$ cat config.mk
export PLATFORM = sky130hd
export DESIGN_NAME = fsfe_scan_seq
export DESIGN_NICKNAME = d
export VERILOG_FILES = /design/src/design/fsfe_pkg.sv /design/src/design/fsfe_scan_seq.sv
export SDC_FILE = /design/constraint.sdc
export NUM_CORES = 1
export LEC_CHECK = 0
export BUFFER_PORTS_ARGS = -buffer_cell sky130_fd_sc_hd__buf_2
export CORE_ASPECT_RATIO = 0.5
export CORE_UTILIZATION = 60
export DETAILED_ROUTE_END_ITERATION = 8
export PLACE_DENSITY = 0.79
export SLEW_MARGIN = 10
export SYNTH_ARGS = -nofsm -noshare
export SYNTH_HDL_FRONTEND = slang
export SYNTH_SLANG_ARGS = --single-unit
$ cat constraint.sdc
create_clock -name clk -period 16.2 [get_ports clk]
set_clock_uncertainty 0.2 [all_clocks]
set_input_delay 0 -clock clk [delete_from_list [all_inputs] [get_ports clk]]
set_output_delay 0 -clock clk [all_outputs]
set_load 0.03 [all_outputs]
$ cat src/design/fsfe_pkg.sv
// Shared constants, payload types and write-port struct of the shape fill engine.
// No dependencies; every other design file uses it by scoped names.
package fsfe_pkg;

	// Frame store geometry
	localparam int MAX_WIDTH  = 128;
	localparam int MAX_HEIGHT = 128;
	localparam int XB    = (MAX_WIDTH  > 1) ? $clog2(MAX_WIDTH)  : 1;
	localparam int YB    = (MAX_HEIGHT > 1) ? $clog2(MAX_HEIGHT) : 1;
	localparam int AB    = XB + YB;
	localparam int DEPTH = 1 << AB;
	localparam int PIX_W = 24;

	// Arithmetic widths: clip coordinates, centre offsets, squared distances
	localparam int CW  = 18;
	localparam int DW  = 12;
	localparam int SQW = 22;

	// Configuration registers
	localparam int CFG_IDX_W  = 4;
	localparam int CFG_DATA_W = 8;
	localparam logic [CFG_IDX_W-1:0]  REG_CANVAS_WIDTH  = 4'd0;
	localparam logic [CFG_IDX_W-1:0]  REG_CANVAS_HEIGHT = 4'd1;
	localparam logic [CFG_DATA_W-1:0] CANVAS_RESET      = 8'd128;

	typedef enum logic [1:0] {
		ACT_FILL   = 2'd0,
		ACT_RECT   = 2'd1,
		ACT_CIRCLE = 2'd2,
		ACT_READ   = 2'd3
	} action_t;

	typedef struct packed {
		action_t            action;
		logic signed [15:0] pos_x;
		logic signed [15:0] pos_y;
		logic signed [15:0] box_width;
		logic signed [15:0] box_height;
		logic [9:0]         radius;
		logic [7:0]         paint_red;
		logic [7:0]         paint_green;
		logic [7:0]         paint_blue;
	} cmd_t;

	typedef struct packed {
		logic [7:0] read_red;
		logic [7:0] read_green;
		logic [7:0] read_blue;
		logic       in_range;
	} rsp_t;

	// Frame store write port
	typedef struct packed {
		logic             we;
		logic [AB-1:0]    addr;
		logic [PIX_W-1:0] data;
	} wr_t;

	// Sequencer status towards the top level
	typedef struct packed {
		logic cmd_ready;
		logic push;
		logic in_range;
	} stat_t;

endpackage

$ cat src/design/fsfe_scan_seq.sv
// Command sequencer: clear pass, clipping, shared squarer and the pixel scan.
// Depends on fsfe_pkg; drives the frame store write and read ports.
module fsfe_scan_seq (
	input  logic                          clk,
	input  logic                          arst_n,
	input  logic                          cmd_fire,
	input  fsfe_pkg::cmd_t                cmd,
	input  logic [fsfe_pkg::XB:0]         used_w,
	input  logic [fsfe_pkg::YB:0]         used_h,
	input  logic                          rsp_free,
	output fsfe_pkg::stat_t               stat,
	output fsfe_pkg::wr_t                 wr,
	output logic [fsfe_pkg::AB-1:0]       rd_addr
);

	localparam int CW  = fsfe_pkg::CW;
	localparam int DW  = fsfe_pkg::DW;
	localparam int SQW = fsfe_pkg::SQW;
	localparam int XB  = fsfe_pkg::XB;
	localparam int YB  = fsfe_pkg::YB;
	localparam int AB  = fsfe_pkg::AB;

	typedef enum logic [8:0] {
		S_CLEAR = 9'b000000001,
		S_IDLE  = 9'b000000010,
		S_SETUP = 9'b000000100,
		S_MUL_R = 9'b000001000,
		S_MUL_X = 9'b000010000,
		S_MUL_Y = 9'b000100000,
		S_SCAN  = 9'b001000000,
		S_DONE  = 9'b010000000,
		S_SPARE = 9'b100000000
	} state_t;

	state_t                state_q;
	logic [AB-1:0]         clr_q;
	fsfe_pkg::cmd_t        cmd_q;
	logic                  round_q;
	logic                  in_range_q;
	logic [XB-1:0]         xa_q, x_q;
	logic [XB:0]           xb_q;
	logic [YB-1:0]         y_q;
	logic [YB:0]           yb_q;
	logic signed [DW-1:0]  dx0_q, dx_q, dy_q;
	logic [SQW-1:0]        rsq_q, dx0sq_q, dxsq_q, dysq_q;

	// clip stage
	logic signed [CW-1:0]  px_e, py_e, bw_e, bh_e, r_e, uw_e, uh_e;
	logic signed [CW-1:0]  x0, x1, y0, y1, xa, xb, ya, yb;
	logic                  nonempty, read_in;

	// shared squarer
	logic signed [CW-1:0]    offs;
	logic signed [DW-1:0]    mop;
	logic signed [2*DW-1:0]  prod;
	logic [SQW-1:0]          sq;

	// scan
	logic [SQW:0]   dist_sq;
	logic           paint;
	logic [XB:0]    x_nx;
	logic [YB:0]    y_nx;
	logic           x_last, y_last;
	logic [SQW-1:0] dx_inc, dy_inc;

	assign px_e = {{(CW-16){cmd_q.pos_x[15]}}, cmd_q.pos_x};
	assign py_e = {{(CW-16){cmd_q.pos_y[15]}}, cmd_q.pos_y};
	assign bw_e = {{(CW-16){cmd_q.box_width[15]}}, cmd_q.box_width};
	assign bh_e = {{(CW-16){cmd_q.box_height[15]}}, cmd_q.box_height};
	assign r_e  = {{(CW-10){1'b0}}, cmd_q.radius};
	assign uw_e = {{(CW-XB-1){1'b0}}, used_w};
	assign uh_e = {{(CW-YB-1){1'b0}}, used_h};

	always_comb begin
		x0 = '0;
		x1 = '0;
		y0 = '0;
		y1 = '0;
		case (cmd_q.action)
			fsfe_pkg::ACT_FILL: begin
				x1 = uw_e;
				y1 = uh_e;
			end
			fsfe_pkg::ACT_RECT: begin
				x0 = px_e;
				y0 = py_e;
				y1 = py_e + bh_e;
				// non-positive size: collapse to an empty span
				x1 = (bw_e <= 0 || bh_e <= 0) ? px_e : px_e + bw_e;
			end
			fsfe_pkg::ACT_CIRCLE: begin
				x0 = px_e - r_e;
				x1 = px_e + r_e;
				y0 = py_e - r_e;
				y1 = py_e + r_e;
			end
			default: begin
				x0 = '0;
			end
		endcase
	end

	assign xa = (x0 < 0) ? '0 : x0;
	assign ya = (y0 < 0) ? '0 : y0;
	assign xb = (x1 > uw_e) ? uw_e : x1;
	assign yb = (y1 > uh_e) ? uh_e : y1;
	assign nonempty = (xa < xb) && (ya < yb);
	assign read_in  = (px_e >= 0) && (px_e < uw_e) && (py_e >= 0) && (py_e < uh_e);

	// squarer operand: radius, then first column offset, then first row offset
	always_comb begin
		case (state_q)
			S_MUL_R: offs = r_e;
			S_MUL_X: offs = {{(CW-XB){1'b0}}, xa_q} - px_e;
			default: offs = {{(CW-YB){1'b0}}, y_q} - py_e;
		endcase
	end
	assign mop  = offs[DW-1:0];
	assign prod = mop * mop;
	assign sq   = prod[SQW-1:0];

	assign dist_sq = {1'b0, dxsq_q} + {1'b0, dysq_q};
	assign paint   = !round_q || (dist_sq <= {1'b0, rsq_q});
	assign x_nx   = {1'b0, x_q} + 1'b1;
	assign y_nx   = {1'b0, y_q} + 1'b1;
	assign x_last = !(x_nx < xb_q);
	assign y_last = !(y_nx < yb_q);
	// (d+1)^2 - d^2 = 2d+1
	assign dx_inc = {{(SQW-DW-1){dx_q[DW-1]}}, dx_q, 1'b1};
	assign dy_inc = {{(SQW-DW-1){dy_q[DW-1]}}, dy_q, 1'b1};

	always_ff @(posedge clk or negedge arst_n) begin
		if (!arst_n) begin
			state_q <= S_CLEAR;
			clr_q   <= '0;
		end else begin
			case (state_q)
				S_CLEAR: begin
					clr_q <= clr_q + 1'b1;
					if (clr_q == {AB{1'b1}}) begin
						state_q <= S_IDLE;
					end
				end
				S_IDLE: begin
					if (cmd_fire) begin
						state_q <= S_SETUP;
					end
				end
				S_SETUP: begin
					if (cmd_q.action == fsfe_pkg::ACT_READ || !nonempty) begin
						state_q <= S_DONE;
					end else if (cmd_q.action == fsfe_pkg::ACT_CIRCLE) begin
						state_q <= S_MUL_R;
					end else begin
						state_q <= S_SCAN;
					end
				end
				S_MUL_R: state_q <= S_MUL_X;
				S_MUL_X: state_q <= S_MUL_Y;
				S_MUL_Y: state_q <= S_SCAN;
				S_SCAN: begin
					if (x_last && y_last) begin
						state_q <= S_DONE;
					end
				end
				S_DONE: begin
					if (rsp_free) begin
						state_q <= S_IDLE;
					end
				end
				default: state_q <= S_IDLE;
			endcase
		end
	end

	// datapath registers
	always_ff @(posedge clk) begin
		case (state_q)
			S_IDLE: begin
				if (cmd_fire) begin
					cmd_q <= cmd;
				end
			end
			S_SETUP: begin
				round_q    <= (cmd_q.action == fsfe_pkg::ACT_CIRCLE);
				in_range_q <= (cmd_q.action == fsfe_pkg::ACT_READ) && read_in;
				xa_q       <= xa[XB-1:0];
				xb_q       <= xb[XB:0];
				yb_q       <= yb[YB:0];
				x_q        <= xa[XB-1:0];
				y_q        <= ya[YB-1:0];
			end
			S_MUL_R: rsq_q <= sq;
			S_MUL_X: begin
				dx0sq_q <= sq;
				dxsq_q  <= sq;
				dx0_q   <= mop;
				dx_q    <= mop;
			end
			S_MUL_Y: begin
				dysq_q <= sq;
				dy_q   <= mop;
			end
			S_SCAN: begin
				if (!x_last) begin
					x_q    <= x_nx[XB-1:0];
					dx_q   <= dx_q + 1'b1;
					dxsq_q <= dxsq_q + dx_inc;
				end else begin
					x_q    <= xa_q;
					dx_q   <= dx0_q;
					dxsq_q <= dx0sq_q;
					y_q    <= y_nx[YB-1:0];
					dy_q   <= dy_q + 1'b1;
					dysq_q <= dysq_q + dy_inc;
				end
			end
			default: begin
				round_q <= round_q;
			end
		endcase
	end

	always_comb begin
		wr.we   = (state_q == S_CLEAR) || ((state_q == S_SCAN) && paint);
		wr.addr = (state_q == S_CLEAR) ? clr_q : {y_q, x_q};
		wr.data = (state_q == S_CLEAR) ? '0
			: {cmd_q.paint_red, cmd_q.paint_green, cmd_q.paint_blue};
	end

	assign rd_addr = {cmd_q.pos_y[YB-1:0], cmd_q.pos_x[XB-1:0]};

	assign stat.cmd_ready = (state_q == S_IDLE);
	assign stat.push      = (state_q == S_DONE) && rsp_free;
	assign stat.in_range  = in_range_q;

	logic signed [2*DW-1:0] dxsq_chk;
	assign dxsq_chk = dx_q * dx_q;

	a_scan_in_box: assert property (@(posedge clk) disable iff (!arst_n)
		(state_q == S_SCAN) |-> ({1'b0, x_q} < xb_q && {1'b0, y_q} < yb_q))
		else $error("scan position outside clipped box");

	a_dx_square: assert property (@(posedge clk) disable iff (!arst_n)
		(state_q == S_SCAN && round_q) |-> (dxsq_q == dxsq_chk[SQW-1:0]))
		else $error("running column square out of step");

	a_push_idle: assert property (@(posedge clk) disable iff (!arst_n)
		stat.push |=> (state_q == S_IDLE))
		else $error("sequencer not idle after result push");

endmodule

==> results of run 1 <==
[area by class of cell]
class,count,area (µm²)
multi-input combinational,2141,16300
fill,3069,11800
tap,577,722
timing repair buffer,416,3240
clock inverter,17,191
inverter,275,1030
antenna,1,2.50
sequential,282,8360
clock buffer,35,748
[cell usage in the layout, fill, tap and decap left out, types with 27 or more instances in the layout]
| cell | count |
|---|---|
| sky130_fd_sc_hd__nor3_1 | 52 |
| sky130_fd_sc_hd__a21o_1 | 63 |
| sky130_fd_sc_hd__dlygate4sd3_1 | 221 |
| sky130_fd_sc_hd__xor2_1 | 71 |
| sky130_fd_sc_hd__and2_1 | 38 |
| sky130_fd_sc_hd__edfxtp_1 | 260 |
| sky130_fd_sc_hd__nand2b_1 | 28 |
| sky130_fd_sc_hd__nand3_1 | 64 |
| sky130_fd_sc_hd__nand4_1 | 27 |
| sky130_fd_sc_hd__mux2i_1 | 30 |
| sky130_fd_sc_hd__o21a_1 | 32 |
| sky130_fd_sc_hd__nand2_1 | 282 |
| sky130_fd_sc_hd__nor2b_1 | 34 |
| sky130_fd_sc_hd__clkbuf_16 | 29 |
| sky130_fd_sc_hd__nor2_1 | 237 |
| sky130_fd_sc_hd__o21ai_0 | 150 |
| sky130_fd_sc_hd__inv_1 | 265 |
| sky130_fd_sc_hd__a21oi_1 | 174 |
| sky130_fd_sc_hd__buf_2 | 175 |
| sky130_fd_sc_hd__xnor2_1 | 112 |
| sky130_fd_sc_hd__fa_1 | 124 |
| sky130_fd_sc_hd__ha_1 | 294 |
[per-layer routing]
layer  track usage  wire (µm)  part of all wire
met1         0.434      30300              0.40
met2         0.578      35500              0.47
met3        0.0552       6420             0.085
met4         0.146       3390             0.045
met5             0          0                 0
[flip-flops by register name, indices dropped and copies added (netlist names)]
| name | count |
|---|---|
| rd_addr | 14 |
| round_q | 1 |
| in_range_q | 1 |
| dx0_q | 12 |
| dy_q | 12 |
| y_q | 7 |
| dysq_q | 22 |
| dx0sq_q | 20 |
| dxsq_q | 22 |
| dx_q | 12 |
| xb_q | 8 |
| cmd_q | 54 |
| bh_e | 16 |
| bw_e | 16 |
| state_q | 8 |
| yb_q | 8 |
| rsq_q | 21 |
| x_q | 7 |
| clr_q | 14 |
| xa_q | 7 |
[timing repair]
item	in CTS	in global routing
hold buffers	221	0
endpoints found under the hold margin	174	0
setup endpoints to repair	0	0
[through the flow]
stage | util | instances | hold WS [ps]
2_1_floorplan | - | 2794 | -496
3_3_place_gp | 0.648 | 3470 | -215
3_5_place_dp | 0.648 | 3470 | -211
4_1_cts | 0.722 | 3743 | 31.0
5_1_grt | 0.722 | 3743 | 57.2
6_report | 0.722 | 3744 | 31.5
[critical path, stage by stage (launching register included)]
cell	delay [ps]
sky130_fd_sc_hd__dfrtp_1	440
sky130_fd_sc_hd__nor2_1	210
sky130_fd_sc_hd__nand3_1	180
sky130_fd_sc_hd__or3b_2	600
sky130_fd_sc_hd__inv_2	720
sky130_fd_sc_hd__nor2_1	300
sky130_fd_sc_hd__a221oi_2	620
sky130_fd_sc_hd__clkinv_1	460
sky130_fd_sc_hd__nand2_1	240
sky130_fd_sc_hd__inv_1	70
sky130_fd_sc_hd__fa_1	460
sky130_fd_sc_hd__fa_1	520
sky130_fd_sc_hd__fa_1	570
sky130_fd_sc_hd__inv_1	60
sky130_fd_sc_hd__fa_1	500
sky130_fd_sc_hd__fa_1	540
sky130_fd_sc_hd__inv_1	40
sky130_fd_sc_hd__ha_1	350
sky130_fd_sc_hd__a21o_1	180
sky130_fd_sc_hd__a31o_2	220
sky130_fd_sc_hd__a41oi_1	280
sky130_fd_sc_hd__a21oi_1	150
sky130_fd_sc_hd__a31oi_1	280
sky130_fd_sc_hd__o21ai_0	170
sky130_fd_sc_hd__xor2_1	260
sky130_fd_sc_hd__o21ai_0	130
[how the worst max path moves through the flow]
| stage | slack (ps) | to | cells after the start | start |
|---|---|---|---|---|
| floorplan | 8150 | dxsq_q[21]$_DFFE_PP_ | 29 | state_q[1]$_DFFE_PN0P_ |
| finish | 7170 | dxsq_q[21]$_DFFE_PP_ | 25 | state_q[7]$_DFFE_PN0P_ |
| global route | 6500 | dxsq_q[21]$_DFFE_PP_ | 25 | state_q[7]$_DFFE_PN0P_ |
| detailed placement | 7280 | dxsq_q[21]$_DFFE_PP_ | 25 | state_q[7]$_DFFE_PN0P_ |
| CTS | 7200 | dxsq_q[21]$_DFFE_PP_ | 25 | state_q[7]$_DFFE_PN0P_ |
| global placement | 7580 | dxsq_q[21]$_DFFE_PP_ | 25 | state_q[7]$_DFFE_PN0P_ |
[kinds of logic (layout without fill, tap and decap cells)]
kind of cell	count (synthesis)	after routing	synth area share
AOI/OAI and AO/OA	619	619	0.153
xor gates and xnor gates	183	183	0.0614
adders and majority gates	419	419	0.236
buffers and inverters	371	743	0.0557
DFF	282	282	0.320
muxes	42	42	0.0167
other	0	1	0
and+or+nand+nor	878	878	0.157
==> results_tabular.tex, run 1 <==
\begin{tabular}{lr}
\hline
Metric & Value \\
\hline
\multicolumn{2}{l}{\textbf{Outcome}} \\
Result of the run & finished, final reports clean \\
\multicolumn{2}{l}{\textbf{Drt}} \\
DR WL/cell & $\sim$20 µm \\
DRC & 0 \\
Drt total wl & $\sim$76 mm \\
Via count of the routed design & $\sim$23k \\
DRT iter0 DRCs & just over 2k \\
Total iterations of the first detailed-routing run & 5 \\
Number of antenna-violating nets in the routed design & 0 \\
Number of vias per cell after detailed routing & approximately 6.1 \\
\multicolumn{2}{l}{\textbf{CTS}} \\
Number of post-CTS setup repair buffers & 0 \\
Number of buffers created by CTS & 29 \\
Number of gates resized after CTS & 0 \\
CTS tree & built \\
Clock slew seen by the registers of the worst setup and hold paths & 70 ps \\
Sinks on the clock net & around 280 \\
Clock latency on the worst-skew pair & about 600 ps \\
Number of buffers on the longest clock path & 3 \\
CTS root buf & sky130\_fd\_sc\_hd\_\_clkbuf\_16 \\
CTS HTree Levels & 1 \\
\multicolumn{2}{l}{\textbf{Floorplanning}} \\
DIE AREA & about 0.044 mm² \\
Effective utilization at floorplan & 0.615 \\
Total I/O pin count & about 180 \\
Core area & 0.0424 mm² \\
Vertical die dimension & roughly 150 µm \\
Chip Width & 297 µm \\
Cell Rows & 53 \\
\multicolumn{2}{l}{\textbf{Worst hold path}} \\
Sink of the worst hold path & state\_q[2]\$\_DFFE\_PN0P\_ \\
Hold/Removal Path Class & primary input to flip-flop \\
Number of instances on the worst hold path & 3 \\
Critical hold path startpoint & cmd\_fire \\
\multicolumn{2}{l}{\textbf{STA}} \\
Shortest period the worst path allows & 9030 ps \\
Final slew viol count & 0 \\
Final Hold Vio Count & 0 \\
Final-report setup violation count & 0 \\
Slew at the pin closest to its max-slew limit & roughly 1000 ps \\
Setup repair after global routing missed its margin & false \\
Setup Total Neg Slack & 0 ps \\
Tcrit/Tclk final & 0.557 \\
Tightest slew margin relative to the limit & 0.317 \\
Slack of the critical path & a little over 7000 ps \\
FMAX & around 110 MHz \\
\multicolumn{2}{l}{\textbf{Critical path}} \\
Worst-path fanout max & between 40 and 50 \\
Critical path arrival & 9140 ps \\
Worst reg-to-reg setup slack & between 7000 and 8000 ps \\
Req. time, crit path & 16,310 ps \\
Kind of critical path & flip-flop to flip-flop \\
End of the worst register-to-register path & dxsq\_q[21]\$\_DFFE\_PP\_ \\
Startpoint Class & flip-flop \\
Category of the worst setup path capture point & flip-flop \\
Number of cells traversed by the worst register-to-register path & 25 \\
Startpoint of the worst register-to-register path & state\_q[7]\$\_DFFE\_PN0P\_ \\
\multicolumn{2}{l}{\textbf{Flow run}} \\
Maxcap violations & 0 \\
\multicolumn{2}{l}{\textbf{Synthesis}} \\
Post-synthesis instance area & approximately 0.026 mm² \\
Net count of the mapped netlist & $\sim$3.3k \\
Cell types with the largest area share after synthesis & sky130\_fd\_sc\_hd\_\_edfxtp\_1, sky130\_fd\_sc\_hd\_\_ha\_1, sky130\_fd\_sc\_hd\_\_fa\_1, sky130\_fd\_sc\_hd\_\_nand2\_1, sky130\_fd\_sc\_hd\_\_inv\_1 \\
EDFF count, synth & 260 \\
Post-Syn Instances & 2,794 \\
Flip-flop and latch count after synthesis & 282 \\
Dominant cell type by area after synthesis & sky130\_fd\_sc\_hd\_\_edfxtp\_1 \\
Syn avg cell area & $\sim$9.3 µm² \\
Commonest cells in the netlist & sky130\_fd\_sc\_hd\_\_ha\_1, sky130\_fd\_sc\_hd\_\_nand2\_1, sky130\_fd\_sc\_hd\_\_inv\_1, sky130\_fd\_sc\_hd\_\_edfxtp\_1, sky130\_fd\_sc\_hd\_\_nor2\_1 \\
Synthesis Warnings & 0 \\
Distinct cells, synth & 81 \\
Post-synth top area share & 0.299 \\
Async set or reset register ratio after synthesis & 0.0780 \\
Flip-flop cell with the highest count after synthesis & sky130\_fd\_sc\_hd\_\_edfxtp\_1 \\
Most instantiated library cell after synthesis & sky130\_fd\_sc\_hd\_\_ha\_1 \\
Proportion of synthesized chip area in sequential cells & 0.320 \\
\multicolumn{2}{l}{\textbf{Place}} \\
Port-buffer cells & between 150 and 200 \\
Detailed placer's ending HPWL & around 53 mm \\
Post-place setup slack & 7280 ps \\
Instance area at placement & 0.0275 mm² \\
Routability Congestion & approximately 0.96 \\
\multicolumn{2}{l}{\textbf{Global route}} \\
Total track usage & 0.340 \\
Wire length of the first global-routing pass & 120 mm \\
Sum of overflow across all layers after global routing & 0 \\
Number of antenna violations at the first check in global routing & 0 \\
Largest net degree at the start of global routing & about 80 \\
Via count of the first global-routing pass & roughly 23k \\
\multicolumn{2}{l}{\textbf{Layout}} \\
Fin nets & around 3.7k \\
Fraction of final layout cells sized beyond drive strength 1 & 0.0903 \\
Signed area change from the synthesized netlist to the final layout & 17.3\% \\
Finished Cell Area & 0.0306 mm² \\
\hline
\end{tabular}
Power of run 1 is left out: the tool's default activity adds up to more than one toggle a clock period on the data nets, which glitch-free logic cannot reach.
==> run 2, diff against run 1 <==
==> constraint.sdc (replaced) <==
create_clock -name clk -period 8.9 [get_ports clk]
set_clock_uncertainty 0.2 [all_clocks]
set_input_delay 0 -clock clk [delete_from_list [all_inputs] [get_ports clk]]
set_output_delay 0 -clock clk [all_outputs]
set_load 0.03 [all_outputs]
==> results_tabular.tex, run 2 (synthesized netlist as in run 1, its figures left out) <==
\begin{tabular}{lr}
\hline
Metric & Value \\
\hline
\multicolumn{2}{l}{\textbf{STA}} \\
Final-report setup violation count & 0 (unchanged) \\
Tcrit/Tclk final & 0.973 (was 0.557) \\
Final slew viol count & 0 (unchanged) \\
Final Hold Vio Count & 0 (unchanged) \\
Shortest period the worst path allows & 8660 ps (was 9030 ps) \\
FMAX & 115 MHz (was 111 MHz) \\
Tightest slew margin relative to the limit & 0.267 (was 0.317) \\
Slew at the pin closest to its max-slew limit & 1080 ps (was 999 ps) \\
\multicolumn{2}{l}{\textbf{CTS}} \\
CTS tree & built (unchanged) \\
CTS HTree Levels & 1 (unchanged) \\
Number of buffers on the longest clock path & 3 (unchanged) \\
Sinks on the clock net & 282 (unchanged) \\
Clock slew seen by the registers of the worst setup and hold paths & 70 ps (about the same) \\
Number of buffers created by CTS & 28 (was 29) \\
Clock latency on the worst-skew pair & 590 ps (was 600 ps) \\
CTS root buf & sky130\_fd\_sc\_hd\_\_clkbuf\_16 (unchanged) \\
\multicolumn{2}{l}{\textbf{Layout}} \\
Finished Cell Area & 0.0307 mm² (was 0.0306 mm²) \\
Signed area change from the synthesized netlist to the final layout & 17.7\% (was 17.3\%) \\
Biggest registers after layout & cmd\_q (54), dxsq\_q (22), dysq\_q (22) (unchanged) \\
Count of inserted antenna diode cells & 0 (was 1) \\
Highest-count cells in the layout ignoring fill and taps & sky130\_fd\_sc\_hd\_\_ha\_1, sky130\_fd\_sc\_hd\_\_nand2\_1, sky130\_fd\_sc\_hd\_\_inv\_1 (unchanged) \\
Most flop-heavy register & cmd\_q (unchanged) \\
Max FFs per register & 54 (unchanged) \\
Most common cell after layout, fill and taps aside & sky130\_fd\_sc\_hd\_\_ha\_1 (unchanged) \\
Fin nets & 3,705 (was 3,684) \\
Fraction of final layout cells sized beyond drive strength 1 & 0.0979 (was 0.0903) \\
\multicolumn{2}{l}{\textbf{Place}} \\
Port-buffer cells & 175 (unchanged) \\
Instance area at placement & 0.0276 mm² (was 0.0275 mm²) \\
Detailed placer's ending HPWL & 52.8 mm (was 53.1 mm) \\
Routability Congestion & 1.02 (was 0.956) \\
\multicolumn{2}{l}{\textbf{Worst hold path}} \\
Critical hold path startpoint & cmd\_fire (unchanged) \\
Hold/Removal Path Class & primary input to flip-flop (unchanged) \\
Number of instances on the worst hold path & 3 (unchanged) \\
Sink of the worst hold path & state\_q[2]\$\_DFFE\_PN0P\_ (unchanged) \\
\multicolumn{2}{l}{\textbf{Drt}} \\
DR WL/cell & 20.2 µm (about the same) \\
DRT iter0 DRCs & 2,413 (was 2,073) \\
Via count of the routed design & 23.1k (was 22.7k) \\
Number of antenna-violating nets in the routed design & 0 (unchanged) \\
DRC & 0 (unchanged) \\
Total iterations of the first detailed-routing run & 9 (was 5) \\
Number of vias per cell after detailed routing & 6.13 (was 6.05) \\
Drt total wl & 75.9 mm (was 75.7 mm) \\
\multicolumn{2}{l}{\textbf{Floorplanning}} \\
Chip Width & 297 µm (unchanged) \\
Cell Rows & 53 (unchanged) \\
Vertical die dimension & 150 µm (unchanged) \\
Total I/O pin count & 176 (unchanged) \\
Core area & 0.0424 mm² (unchanged) \\
Effective utilization at floorplan & 0.615 (unchanged) \\
DIE AREA & 0.0444 mm² (unchanged) \\
\multicolumn{2}{l}{\textbf{Critical path}} \\
End of the worst register-to-register path & state\_q[7]\$\_DFFE\_PN0P\_ (was dxsq\_q[21]\$\_DFFE\_PP\_) \\
Req. time, crit path & 9170 ps (was 16,310 ps) \\
Startpoint of the worst register-to-register path & bh\_e[4]\$\_DFFE\_PP\_ (was state\_q[7]\$\_DFFE\_PN0P\_) \\
Kind of critical path & flip-flop to flip-flop (unchanged) \\
Critical-path top delay cell & sky130\_fd\_sc\_hd\_\_nor4\_1 (was sky130\_fd\_sc\_hd\_\_inv\_2) \\
Worst-path fanout max & 17 (was 41) \\
Worst reg-to-reg setup slack & 240 ps (was 7170 ps) \\
Startpoint Class & flip-flop (unchanged) \\
Critical path arrival & 8930 ps (was 9140 ps) \\
Slowest Stage Delay on Critical Path & 650 ps (was 720 ps) \\
Category of the worst setup path capture point & flip-flop (unchanged) \\
Number of cells traversed by the worst register-to-register path & 33 (was 25) \\
\multicolumn{2}{l}{\textbf{Outcome}} \\
Result of the run & finished, final reports clean (unchanged) \\
\multicolumn{2}{l}{\textbf{Global route}} \\
Largest net degree at the start of global routing & 62 (was 82) \\
Sum of overflow across all layers after global routing & 0 (unchanged) \\
Via count of the first global-routing pass & 22.4k (was 22.8k) \\
Number of antenna violations at the first check in global routing & 0 (unchanged) \\
Total track usage & 0.336 (was 0.340) \\
Wire length of the first global-routing pass & 118 mm (was 120 mm) \\
\multicolumn{2}{l}{\textbf{Flow run}} \\
Maxcap violations & 0 (unchanged) \\
\hline
\end{tabular}
==> run 2: changes by cell type in the layout (fill, tap and decap cells not counted), moves of 2 or more <==
| cell | change |
|---|---|
| sky130_fd_sc_hd__a211o_1 | -2 |
| sky130_fd_sc_hd__clkinvlp_4 | +7 |
| sky130_fd_sc_hd__clkbuf_1 | +3 |
| sky130_fd_sc_hd__inv_1 | -2 |
| sky130_fd_sc_hd__bufinv_16 | -3 |
| sky130_fd_sc_hd__buf_4 | +22 |
| sky130_fd_sc_hd__clkinv_2 | -3 |
| sky130_fd_sc_hd__clkinv_1 | -3 |
| sky130_fd_sc_hd__a211o_2 | +2 |
==> run 2: critical path: cells and delay by family (launching register included) <==
family	cells	cell delay, ps
buffers and inverters	1	250
flip-flops	1	480
multiplexers	1	280
AND/OR/NAND/NOR	14	3010
AO/OA/AOI/OAI	14	3400
adder cells (fa/ha/maj)	3	890
==> run 2: cell type report <==
cell class	instances	area [µm²]
clock buffers	37	734
multi-input cells	2141	16300
fillers	3022	11700
repair buffers	438	3400
clock inverters	14	110
flip-flops and latches	282	8360
well taps	577	722
inverters	275	1060
==> run 2: worst max-delay path by stage <==
| stage | from | to | cells past startpoint |
|---|---|---|---|
| floorplan | state_q[1]$_DFFE_PN0P_ | dxsq_q[21]$_DFFE_PP_ | 29 |
| global placement | rd_addr[1]$_DFFE_PP_ | dxsq_q[21]$_DFFE_PP_ | 31 |
| detailed placement | rd_addr[1]$_DFFE_PP_ | dxsq_q[21]$_DFFE_PP_ | 31 |
| CTS | rd_addr[1]$_DFFE_PP_ | dxsq_q[21]$_DFFE_PP_ | 31 |
| global route | rd_addr[1]$_DFFE_PP_ | dxsq_q[21]$_DFFE_PP_ | 31 |
| finish | bh_e[4]$_DFFE_PP_ | state_q[7]$_DFFE_PN0P_ | 33 |
==> run 2: what timing repair did <==
action / 4_1_cts / 5_1_grt
endpoints found under the setup margin: 0 / 7
hold buffers: 221 / 0
buffers inserted: 0 / 11
resized for setup: 0 / 11
hold endpoints to repair: 182 / 0
==> run 2: metal layers <==
metal,up-vias,GRT usage,part of all wire
met2,1278,0.570,0.47
met3,269,0.0573,0.094
met5,-,0,0
met1,10900,0.433,0.39
li1,10600,-,-
met4,0,0.134,0.047
==> run 2: metrics by stage <==
stage	worst slack [ps]	cells	TNS [ps]	hold slack, ps	utilization
after floorplan	852	2794	0	-496	-
after global placement	758	3481	0	-213	0.649
after detailed placement	440	3481	0	-215	0.649
after CTS	433	3753	0	7.00	0.721
after global routing	-6.30	3764	-10.9	52.0	0.724
final	241	3764	0	31.5	0.724
Power of run 2 is left out for the same reason.
